==> src/sv/top_k_score_selector_top_assert.svh <==
// ----------------------------------------------------------------------------
// top_k_score_selector_top_assert.svh
// Assertion macros shared by the top-k selector modules.
// ----------------------------------------------------------------------------
`ifndef TOP_K_SCORE_SELECTOR_TOP_ASSERT_SVH
`define TOP_K_SCORE_SELECTOR_TOP_ASSERT_SVH

`ifndef SYNTHESIS

// Plain property, clocked on i_clk, off during reset.
`define TKSS_ASSERT(lbl, prop) \
    lbl: assert property (@(posedge i_clk) disable iff (!i_rst_n) (prop)) \
        else $error("%m: check failed");

// Implication form.
`define TKSS_IMPLY(lbl, ante, cons) \
    `TKSS_ASSERT(lbl, (ante) |-> (cons))

// Next-cycle implication form.
`define TKSS_IMPLY_NEXT(lbl, ante, cons) \
    `TKSS_ASSERT(lbl, (ante) |=> (cons))

`else

`define TKSS_ASSERT(lbl, prop)
`define TKSS_IMPLY(lbl, ante, cons)
`define TKSS_IMPLY_NEXT(lbl, ante, cons)

`endif

`endif

==> src/sv/tkss_pkg.sv <==
// ----------------------------------------------------------------------------
// tkss_pkg
// Shared widths, defaults and reset values of the top-k score selector.
// ----------------------------------------------------------------------------
`timescale 1ns / 1ps

package tkss_pkg;

    localparam int SCORE_W         = 32;   // signed Q16.16
    localparam int CFG_W           = 4;    // top_count register width
    localparam int MAX_TOP_DEF     = 8;
    localparam int MAX_CLASSES_DEF = 1024;

    localparam logic [CFG_W-1:0] TOP_COUNT_RST = CFG_W'(5);

endpackage

==> src/sv/tkss_sorter.sv <==
// ----------------------------------------------------------------------------
// tkss_sorter
// Input register plus a sorted list of the best MAX_TOP (score, index)
// entries. Each registered score is inserted by a parallel compare against
// all entries.
// ----------------------------------------------------------------------------
`timescale 1ns / 1ps
`include "top_k_score_selector_top_assert.svh"

module tkss_sorter #(
    parameter int MAX_TOP     = tkss_pkg::MAX_TOP_DEF,
    parameter int MAX_CLASSES = tkss_pkg::MAX_CLASSES_DEF,
    localparam int IDX_W      = $clog2(MAX_CLASSES)
) (
    input  logic                               i_clk,
    input  logic                               i_rst_n,
    // input stream
    input  logic                               i_s_valid,
    output logic                               o_s_ready,
    input  logic signed [tkss_pkg::SCORE_W-1:0] i_s_score,
    input  logic                               i_s_last,
    // snapshot toward the result buffer
    input  logic                               i_load_ok,
    output logic                               o_snap_valid,
    output logic [MAX_TOP-1:0]                 o_snap_vld,
    output logic signed [tkss_pkg::SCORE_W-1:0] o_snap_score [MAX_TOP],
    output logic [IDX_W-1:0]                   o_snap_idx   [MAX_TOP]
);

    import tkss_pkg::*;

    localparam int POS_W = $clog2(MAX_CLASSES + 1);

    logic                      r_in_valid;
    logic signed [SCORE_W-1:0] r_in_score;
    logic                      r_in_last;

    logic [POS_W-1:0]          r_pos;
    logic [MAX_TOP-1:0]        r_vld;
    logic signed [SCORE_W-1:0] r_best [MAX_TOP];
    logic [IDX_W-1:0]          r_idx  [MAX_TOP];

    logic                      w_adv;
    logic                      w_do_ins;
    logic [MAX_TOP-1:0]        w_ge;
    logic [MAX_TOP-1:0]        w_prev_ge;
    logic [MAX_TOP-1:0]        w_new_vld;
    logic signed [SCORE_W-1:0] w_new_score [MAX_TOP];
    logic [IDX_W-1:0]          w_new_idx   [MAX_TOP];

    // a last item waits until the result buffer can take the snapshot
    assign w_adv     = r_in_valid && (!r_in_last || i_load_ok);
    assign o_s_ready = !r_in_valid || w_adv;
    assign w_do_ins  = (r_pos < POS_W'(MAX_CLASSES));

    always_comb begin
        // entries that rank ahead of the new score form a prefix of the list
        for (int j = 0; j < MAX_TOP; j++) begin
            w_ge[j] = r_vld[j] && (r_in_score <= r_best[j]);
        end
        w_prev_ge = (w_ge << 1) | MAX_TOP'(1);
        for (int j = 0; j < MAX_TOP; j++) begin
            if (w_ge[j] || !w_do_ins) begin
                w_new_score[j] = r_best[j];
                w_new_idx[j]   = r_idx[j];
            end else if (w_prev_ge[j]) begin
                w_new_score[j] = r_in_score;
                w_new_idx[j]   = r_pos[IDX_W-1:0];
            end else begin
                // entry 0 always takes one of the branches above
                w_new_score[j] = r_best[(j > 0) ? j - 1 : 0];
                w_new_idx[j]   = r_idx[(j > 0) ? j - 1 : 0];
            end
        end
        w_new_vld = w_do_ins ? ((r_vld << 1) | MAX_TOP'(1)) : r_vld;
    end

    assign o_snap_valid = r_in_valid && r_in_last;
    assign o_snap_vld   = w_new_vld;
    assign o_snap_score = w_new_score;
    assign o_snap_idx   = w_new_idx;

    always_ff @(posedge i_clk) begin
        if (!i_rst_n) begin
            r_in_valid <= 1'b0;
            r_pos      <= '0;
            r_vld      <= '0;
        end else begin
            if (o_s_ready) begin
                r_in_valid <= i_s_valid;
            end
            if (w_adv) begin
                if (r_in_last) begin
                    r_pos <= '0;
                    r_vld <= '0;
                end else begin
                    r_vld <= w_new_vld;
                    if (w_do_ins) begin
                        r_pos <= r_pos + POS_W'(1);
                    end
                end
            end
        end
    end

    always_ff @(posedge i_clk) begin
        if (o_s_ready) begin
            r_in_score <= i_s_score;
            r_in_last  <= i_s_last;
        end
        if (w_adv && !r_in_last) begin
            r_best <= w_new_score;
            r_idx  <= w_new_idx;
        end
    end

    `TKSS_ASSERT(a_vld_prefix, ((r_vld + MAX_TOP'(1)) & r_vld) == '0)
    `TKSS_IMPLY_NEXT(a_clear_on_last, w_adv && r_in_last, r_vld == '0 && r_pos == '0)
    `TKSS_ASSERT(a_pos_bound, r_pos <= POS_W'(MAX_CLASSES))

endmodule

==> src/sv/tkss_emitter.sv <==
// ----------------------------------------------------------------------------
// tkss_emitter
// Holds the top_count register, a result buffer loaded with one vector's
// sorted entries, and the output register that sends them out best first.
// ----------------------------------------------------------------------------
`timescale 1ns / 1ps
`include "top_k_score_selector_top_assert.svh"

module tkss_emitter #(
    parameter int MAX_TOP     = tkss_pkg::MAX_TOP_DEF,
    parameter int MAX_CLASSES = tkss_pkg::MAX_CLASSES_DEF,
    localparam int IDX_W      = $clog2(MAX_CLASSES)
) (
    input  logic                               i_clk,
    input  logic                               i_rst_n,
    // configuration
    input  logic                               i_cfg_we,
    input  logic [tkss_pkg::CFG_W-1:0]         i_cfg_wdata,
    // snapshot from the sorter
    output logic                               o_load_ok,
    input  logic                               i_snap_valid,
    input  logic [MAX_TOP-1:0]                 i_snap_vld,
    input  logic signed [tkss_pkg::SCORE_W-1:0] i_snap_score [MAX_TOP],
    input  logic [IDX_W-1:0]                   i_snap_idx   [MAX_TOP],
    // result stream
    output logic                               o_m_valid,
    input  logic                               i_m_ready,
    output logic [IDX_W-1:0]                   o_m_idx,
    output logic signed [tkss_pkg::SCORE_W-1:0] o_m_score,
    output logic                               o_m_last
);

    import tkss_pkg::*;

    logic [CFG_W-1:0]          r_top;
    logic [MAX_TOP-1:0]        r_em_vld;
    logic signed [SCORE_W-1:0] r_em_score [MAX_TOP];
    logic [IDX_W-1:0]          r_em_idx   [MAX_TOP];

    logic                      r_out_valid;
    logic [IDX_W-1:0]          r_out_idx;
    logic signed [SCORE_W-1:0] r_out_score;
    logic                      r_out_last;

    logic                      w_pop;
    logic                      w_load;
    logic [MAX_TOP-1:0]        w_rest_vld;
    logic [MAX_TOP-1:0]        w_kmask;

    // top_count of zero acts as one; values above MAX_TOP fall off the mask
    always_comb begin
        for (int j = 0; j < MAX_TOP; j++) begin
            w_kmask[j] = (j == 0) || (j < int'(r_top));
        end
    end

    assign w_rest_vld = r_em_vld >> 1;
    assign w_pop      = r_em_vld[0] && (!r_out_valid || i_m_ready);
    // free now, or the last buffered entry leaves this cycle
    assign o_load_ok  = !r_em_vld[0] || (w_pop && !w_rest_vld[0]);
    assign w_load     = i_snap_valid && o_load_ok;

    always_ff @(posedge i_clk) begin
        if (!i_rst_n) begin
            r_top       <= TOP_COUNT_RST;
            r_em_vld    <= '0;
            r_out_valid <= 1'b0;
        end else begin
            if (i_cfg_we) begin
                r_top <= i_cfg_wdata;
            end
            if (w_load) begin
                r_em_vld <= i_snap_vld & w_kmask;
            end else if (w_pop) begin
                r_em_vld <= w_rest_vld;
            end
            if (w_pop) begin
                r_out_valid <= 1'b1;
            end else if (i_m_ready) begin
                r_out_valid <= 1'b0;
            end
        end
    end

    always_ff @(posedge i_clk) begin
        if (w_load) begin
            r_em_score <= i_snap_score;
            r_em_idx   <= i_snap_idx;
        end else if (w_pop) begin
            for (int j = 0; j < MAX_TOP - 1; j++) begin
                r_em_score[j] <= r_em_score[j+1];
                r_em_idx[j]   <= r_em_idx[j+1];
            end
        end
        if (w_pop) begin
            r_out_idx   <= r_em_idx[0];
            r_out_score <= r_em_score[0];
            r_out_last  <= !w_rest_vld[0];
        end
    end

    assign o_m_valid = r_out_valid;
    assign o_m_idx   = r_out_idx;
    assign o_m_score = r_out_score;
    assign o_m_last  = r_out_last;

    `TKSS_ASSERT(a_em_prefix, ((r_em_vld + MAX_TOP'(1)) & r_em_vld) == '0)
    `TKSS_IMPLY(a_more_queued, r_out_valid && !r_out_last, r_em_vld[0])
    `TKSS_IMPLY(a_snap_nonempty, i_snap_valid, i_snap_vld[0])

endmodule

==> src/sv/top_k_score_selector_top.sv <==
// ----------------------------------------------------------------------------
// top_k_score_selector_top
// Streaming top-k selection over a vector of class scores.
// ----------------------------------------------------------------------------
// Scores (signed Q16.16) enter one per cycle on the slave stream while tready
// is high, tlast marking the last score of a vector; a score's position in
// the vector is its class index, and scores past MAX_CLASSES are not ranked.
// Every score is inserted into a sorted list of MAX_TOP entries by one
// parallel compare, so the input takes an item every cycle unless a last
// item waits. At the end of a vector the best min(top_count, received)
// entries, top_count zero counting as one and capped at MAX_TOP, are copied
// to a result buffer and sent best first, one per cycle while the receiver
// is ready, ties to the lower index, tlast on the final one. A score enters
// the sorted list from the input register. A last item waits only while the
// result buffer still holds entries of the previous vector beyond the one
// leaving that cycle. top_count resets to 5; write it only while idle.
// ----------------------------------------------------------------------------
`timescale 1ns / 1ps

module top_k_score_selector_top #(
    parameter int  MAX_TOP     = tkss_pkg::MAX_TOP_DEF,
    parameter int  MAX_CLASSES = tkss_pkg::MAX_CLASSES_DEF,
    localparam int IDX_W       = $clog2(MAX_CLASSES),
    localparam int OUT_W       = ((IDX_W + tkss_pkg::SCORE_W + 7) / 8) * 8
) (
    input  logic                          i_clk,
    input  logic                          i_rst_n,
    // score stream
    input  logic                          i_s_axis_tvalid,
    output logic                          o_s_axis_tready,
    input  logic [tkss_pkg::SCORE_W-1:0]  i_s_axis_tdata,  // [31:0] score
    input  logic                          i_s_axis_tlast,  // end_of_vector
    // result stream
    output logic                          o_m_axis_tvalid,
    input  logic                          i_m_axis_tready,
    output logic [OUT_W-1:0]              o_m_axis_tdata,  // class_index, class_score, zero pad
    output logic                          o_m_axis_tlast,  // final_result
    // configuration: top_count
    input  logic                          i_cfg_we,
    input  logic [tkss_pkg::CFG_W-1:0]    i_cfg_wdata
);

    import tkss_pkg::*;

    logic                      w_load_ok;
    logic                      w_snap_valid;
    logic [MAX_TOP-1:0]        w_snap_vld;
    logic signed [SCORE_W-1:0] w_snap_score [MAX_TOP];
    logic [IDX_W-1:0]          w_snap_idx   [MAX_TOP];
    logic [IDX_W-1:0]          w_m_idx;
    logic signed [SCORE_W-1:0] w_m_score;

    tkss_sorter #(
        .MAX_TOP     (MAX_TOP),
        .MAX_CLASSES (MAX_CLASSES)
    ) u_sorter (
        .i_clk        (i_clk),
        .i_rst_n      (i_rst_n),
        .i_s_valid    (i_s_axis_tvalid),
        .o_s_ready    (o_s_axis_tready),
        .i_s_score    (i_s_axis_tdata),
        .i_s_last     (i_s_axis_tlast),
        .i_load_ok    (w_load_ok),
        .o_snap_valid (w_snap_valid),
        .o_snap_vld   (w_snap_vld),
        .o_snap_score (w_snap_score),
        .o_snap_idx   (w_snap_idx)
    );

    tkss_emitter #(
        .MAX_TOP     (MAX_TOP),
        .MAX_CLASSES (MAX_CLASSES)
    ) u_emitter (
        .i_clk        (i_clk),
        .i_rst_n      (i_rst_n),
        .i_cfg_we     (i_cfg_we),
        .i_cfg_wdata  (i_cfg_wdata),
        .o_load_ok    (w_load_ok),
        .i_snap_valid (w_snap_valid),
        .i_snap_vld   (w_snap_vld),
        .i_snap_score (w_snap_score),
        .i_snap_idx   (w_snap_idx),
        .o_m_valid    (o_m_axis_tvalid),
        .i_m_ready    (i_m_axis_tready),
        .o_m_idx      (w_m_idx),
        .o_m_score    (w_m_score),
        .o_m_last     (o_m_axis_tlast)
    );

    assign o_m_axis_tdata = OUT_W'({w_m_score, w_m_idx});

endmodule

==> config.mk <==
export PLATFORM = sky130hd
export DESIGN_NAME = top_k_score_selector_top
export DESIGN_NICKNAME = d
export VERILOG_FILES = /design/src/sv/tkss_pkg.sv /design/src/sv/tkss_sorter.sv /design/src/sv/tkss_emitter.sv /design/src/sv/top_k_score_selector_top.sv
export VERILOG_INCLUDE_DIRS = /design/src /design/src/sv
export SDC_FILE = /design/constraint.sdc
export NUM_CORES = 1
export LEC_CHECK = 0
export BUFFER_PORTS_ARGS = -buffer_cell sky130_fd_sc_hd__buf_2
export CORE_MARGIN = 2
export CORE_UTILIZATION = 45
export DETAILED_ROUTE_END_ITERATION = 12
export SLEW_MARGIN = 20
export SYNTH_ARGS = -nofsm -noshare
export SYNTH_HDL_FRONTEND = slang
export SYNTH_SLANG_ARGS = --single-unit
==> constraint.sdc <==
create_clock -name i_clk -period 25.8 [get_ports i_clk]
set_input_delay 1.29 -clock i_clk [delete_from_list [all_inputs] [get_ports i_clk]]
set_output_delay 1.29 -clock i_clk [all_outputs]
set_load 0.05 [all_outputs]
# Yosys cells after proc, flatten, opt, wreduce, memory -nomap -nowiden
# Index checks and enable logic that the tools add are counted.
classes:
  order_cmp: 16
  reduce_logical: 36
  bitwise: 1
  add_sub_neg: 1
  muxes: 42
ops:
  columns: ["operator", "count"]
  rows:
  - ["2-to-1 mux 32 bit", 15]
  - ["2-to-1 mux 224 bit", 2]
  - ["<= comparator 32 bit", 8]
  - ["2-to-1 mux 10 bit", 15]
  - ["2-to-1 mux 70 bit", 2]
  - ["2-to-1 mux 8 bit", 4]
  - ["2-to-1 mux 11 bit", 2]
  - ["less-than comparator 3 x 4 -> 1 bit, first input constant", 4]
  - ["logical AND 1 bit", 14]
  - ["logical OR 1 bit", 12]
  - ["adder 11 x 1 -> 11 bit, second input constant", 1]
  - ["less-than comparator 11 bit, second input constant", 1]
  - ["AND 8 bit", 1]
  - ["less-than comparator 2 x 4 -> 1 bit, first input constant", 2]
  - ["zero test 1 bit", 6]
  - ["nonzero test 2 bit", 3]
  - ["less-than comparator 1 x 4 -> 1 bit, first input constant", 1]
  - ["2-to-1 mux 1 bit", 2]
  - ["AND reduction 2 bit", 1]
totals:
  elab_cells: 139
  out_inout_bits: 51
  ff_bits: 781
  in_bits: 42

# Depth between registers and ports, before layout
logic_depth:
  depth_word: 8
  mapped_depth: 14
  depth_no_buf: 10

# Modules after synthesis
# A second synthesis with hierarchy kept.
hier_totals:
  hier_cells: 3746
  hier_area_um2: 41233.3
by_module_without_submodules:
  columns: ["module", "area_each_um2", "instances", "cells_per_inst"]
  rows:
  - ["tkss_sorter", 25545.8, 1, 2343]
  - ["tkss_emitter", 15638.7, 1, 1396]
  - ["top_k_score_selector_top", 48.8, 1, 7]

# Worst setup path after synthesis
# Ideal clock, no wire load.
synth_timing:
  kind: "reg-to-reg"
  startpoint: "register u_sorter.r_in_last"
  endpoint: "register u_sorter.r_pos[1]"
  t_arrival_ns: 17.878
  setup_slack_ns: 7.795
  required_ns: 25.672
  path_stages_with_launch: 6
  period_less_slack_ns: 18.005
  path_buffers: 0
  path_cell_list: "edfxtp_1 nor2b_1 a21oi_1 and3_1 a21oi_1 nor2_1"
synth_between:
  elab_chain_len: 4
synth_lines:
  columns: ["item", "line", "text"]
  rows:
  - ["start: declaration", "tkss_sorter.sv:36", "logic r_in_last;"]
  - ["start signal: assignment", "tkss_sorter.sv:109", "r_in_last <= i_s_last;"]
  - ["zero test 1 bit", "tkss_sorter.sv:52", "assign w_adv = r_in_valid && (!r_in_last || i_load_ok);"]
  - ["logical OR 1 bit", "tkss_sorter.sv:52", null]
  - ["logical AND 1 bit", "tkss_sorter.sv:52", null]
  - ["AND reduction 2 bit (no line)", null, null]
  - ["end signal: assignment", "tkss_sorter.sv:99", "r_pos <= r_pos + POS_W'(1);"]
  - ["end: declaration", "tkss_sorter.sv:38", "logic [POS_W-1:0] r_pos;"]
# Parallel ways exist; a longest one is shown, timed or not.
# A chain may end at the register's enable or synchronous reset.

==> impl_metrics.yaml <==
critical_path:
  r2r_cells: 11
  worst_setup_path_start_kind: "flip-flop"
  critPathSlowestCell: "ha_4"
  crit_path_max_incr_delay_ns: 0.71
  r2r_slack_ns: 20.59
  critPathKind: "reg -> reg"
  crit_required_ns: 26.20
  cp_common_cell: "buf_4"
  crit_chain: "buf_4, ha_4, nand4_1, or4_4, nor3_2, a2111oi_0, nor2_1, nand2_1, buf_4, a311oi_1, a21oi_1"
  crit_family: "simple AND/OR/NAND/NOR gates"
  path_buf_inv: 2
  r2r-start: "u_sorter.r_in_score[31]$_DFFE_PP_"
  crit_fanout: 55
  rr_endpoint: "u_sorter.r_idx[27]$_DFFE_PP_"
  cp-end-kind: "flip-flop"
  cp_data_arrival_time_ns: 5.61
drt:
  drtIter0Drc: 2938
  drc: 0
  vias: 31206
  routedWlPerCell_um: 22.2
  drt-vias-per-instance: 5.86
  first_pass_iters: 5
  postRouteAntennaNets: 0
  routed_wl_um: 118000
outcome:
  outcome: "finished, final reports clean"
placed_design:
  io_buffers: 86
  gp_congestion: 0.859
  pre_cts_ws_ns: 20.41
  placed_area_um2: 45000
  hpwl_um: 76400
cells_and_area:
  area_growth_pct: 10.1
  final_util: 0.502
  layout-drive-gt1-share: 0.110
  most-common-layout-cells: "edfxtp_1, nand2_1, nor2_1"
  layout.nets: 4290
  final_cell_area_um2: 47800
  final_common_cell: "edfxtp_1"
min_path:
  worstHoldStart: "u_emitter.r_em_idx[73]$_DFFE_PP_"
  hold_depth: 0
  min_to: "u_emitter.o_m_idx[3]$_DFFE_PP_"
  min_path_type: "reg -> reg"
logic_synthesis:
  synth_cell_types: 71
  synth_top_area_frac: 0.517
  syn_area_um2: 43400
  synth_edf_count: 748
  synth_ff_type: "edfxtp_1"
  syn_area_per_cell_um2: 10.8
  async_reset_ff_frac: 0
  yosys_warnings: 0
  synthTopCellsByArea: "edfxtp_1, ha_1, mux2i_1"
  synth_seq_area_share: 0.532
  synthCells: 4030
  ys_seq_elements: 781
  synth_top_area_cell: "edfxtp_1"
grt:
  grt_max_degree: 138
  grt_pass1_wl_um: 182000
  overflow: 0
  grt_usage: 0.237
  antenna_found_initial: 5
  grt_pass1_vias: 30137
pwr:
  power.density_nw_per_um2: 61.6
  sw_frac_of_total: 0.249
  clkPwrFrac: 0.417
  p_int_mw: 2.21
  ir_drop_mv: 0.0501
  power.net_switching_mw: 0.734
  power_frac_comb: 0.085
  pwr-share-seq: 0.498
  p_leak_nw: 18.9
clock_network:
  cts_setup_buffers: 0
  clockBufferDepth: 3
  hold_buffers: 0
  cts.htree.levels: 3
  cts_tree: "yes"
  cts.sink_count: 781
  clk_latency_ns: 0.69
  cts_resized: 0
  cts_buffers: 89
  root_buffer: "clkbuf_16"
  clk_pin_slew_ns: 0.06
sta:
  period_share: 0.202
  finalCriticalPeriod_ns: 5.21
  tns_ns: 0
  slew_headroom: 0.229
  hold_violations: 0
  fin_ws_ns: 20.59
  rsz0062_at_grt: "no"
  clock_skew_ns: 0.0388
  fmax_mhz: 192
  worst_slew_pin_slew_ns: 1.15
  drv_slew: 0
  setup_violations: 0
die:
  rows: 113
  core_area_um2: 95300
  initial_core_util: 0.456
  die_w_um: 315
  die-area_um2: 99000
  num_io_pins: 93
  fp.dieH_um: 315
job:
  maxCapViolCount: 0
## worst register-to-register path, cell delays in order, from the launching register on
cell	delay, ns
edfxtp_1	0.37
buf_4	0.22
ha_4	0.72
nand4_1	0.27
or4_4	0.64
nor3_2	0.43
a2111oi_0	0.16
nor2_1	0.36
nand2_1	0.62
buf_4	0.49
a311oi_1	0.51
a21oi_1	0.13
## routing by layer
metal | share of wire | vias to the layer above | routed length, µm | global-route usage
met2 | 0.46 | 960 | 55000 | 0.382
met4 | 0.024 | 0 | 2880 | 0.0693
li1 | - | 14925 | - | -
met1 | 0.45 | 15152 | 53500 | 0.335
met3 | 0.060 | 169 | 7110 | 0.0314
met5 | 0 | - | 0 | 0
## sequential cells by signal, summed over array words and instances (netlist names)
signal                count
u_emitter.r_em_idx       80
u_sorter.r_vld            8
u_sorter.r_pos           11
u_emitter.o_m_last        1
u_sorter.r_idx           80
u_sorter.r_best         256
u_sorter.r_in_score      32
u_emitter.r_em_vld        8
u_emitter.o_m_score      32
u_emitter.o_m_valid       1
u_sorter.r_in_last        1
u_emitter.o_m_idx        10
u_emitter.r_em_score    256
u_emitter.r_top           4
u_sorter.r_in_valid       1
## synthesized netlist by cell type (all sizes together), types with 66 or more instances
library cell  number
o21ai            234
ha               257
mux2i            177
inv              288
a31oi             66
clkbuf           233
edfxtp           748
a21oi            275
mux2             138
buf               69
nand2            380
o211ai           107
nor3              87
nor2             307
nand3            102
## cell type report
type / instances / area (µm²)
Timing Repair Buffer: 167 / 1050
Antenna cell: 2 / 5.00
Fill cell: 8610 / 47500
Tap cell: 1265 / 1580
Clock inverter: 52 / 458
Inverter: 289 / 1090
Sequential cell: 781 / 23100
Clock buffer: 107 / 2290
Multi-Input combinational cell: 2663 / 18200
## power by group through the flow
stage,registers (mW),logic (mW),clock network [mW]
finish,1.47,0.250,1.23
global route,1.47,0.276,1.30
CTS,1.47,0.250,1.25
detailed placement,1.49,0.249,0
global placement,1.49,0.244,0
floorplan,1.51,0.165,0
## through the flow
step	hold WS, ns	cells	total power [mW]
after floorplan	0.400	4035	1.67
after global placement	0.403	5165	1.74
after detailed placement	0.405	5165	1.74
after CTS	0.415	5324	2.97
after global routing	0.426	5324	3.05
final	0.412	5326	2.95
## how the worst max path moves through the flow
| stage | endpoint | cells after the start | slack [ns] | from |
|---|---|---|---|---|
| 6_report | u_sorter.r_idx[27]$_DFFE_PP_ | 11 | 20.59 | u_sorter.r_in_score[31]$_DFFE_PP_ |
| 5_1_grt | u_sorter.r_best[94]$_DFFE_PP_ | 11 | 20.39 | u_sorter.r_in_score[31]$_DFFE_PP_ |
| 4_1_cts | u_sorter.r_best[94]$_DFFE_PP_ | 11 | 20.63 | u_sorter.r_in_score[31]$_DFFE_PP_ |
| 3_5_place_dp | u_emitter.r_em_idx[14]$_DFFE_PP_ | 7 | 20.41 | i_m_axis_tready |
| 3_3_place_gp | u_emitter.r_em_idx[14]$_DFFE_PP_ | 7 | 20.45 | i_m_axis_tready |
| 2_1_floorplan | u_sorter.r_pos[1]$_SDFFE_PN0P_ | 5 | 7.79 | u_sorter.r_in_last$_DFFE_PP_ |
## cell families after synthesis
logic type	after synthesis	share of synthesized area
and+or+nand+nor	1051	0.108
AOI/OAI and AO/OA	1026	0.153
DFF	781	0.532
buffers and inverters	591	0.0537
muxes	315	0.0766
adders and majority gates	257	0.0740
xor gates and xnor gates	8	0.00161
other	1	0.0000863
No activity file was read; power rests on OpenSTA's default activity.
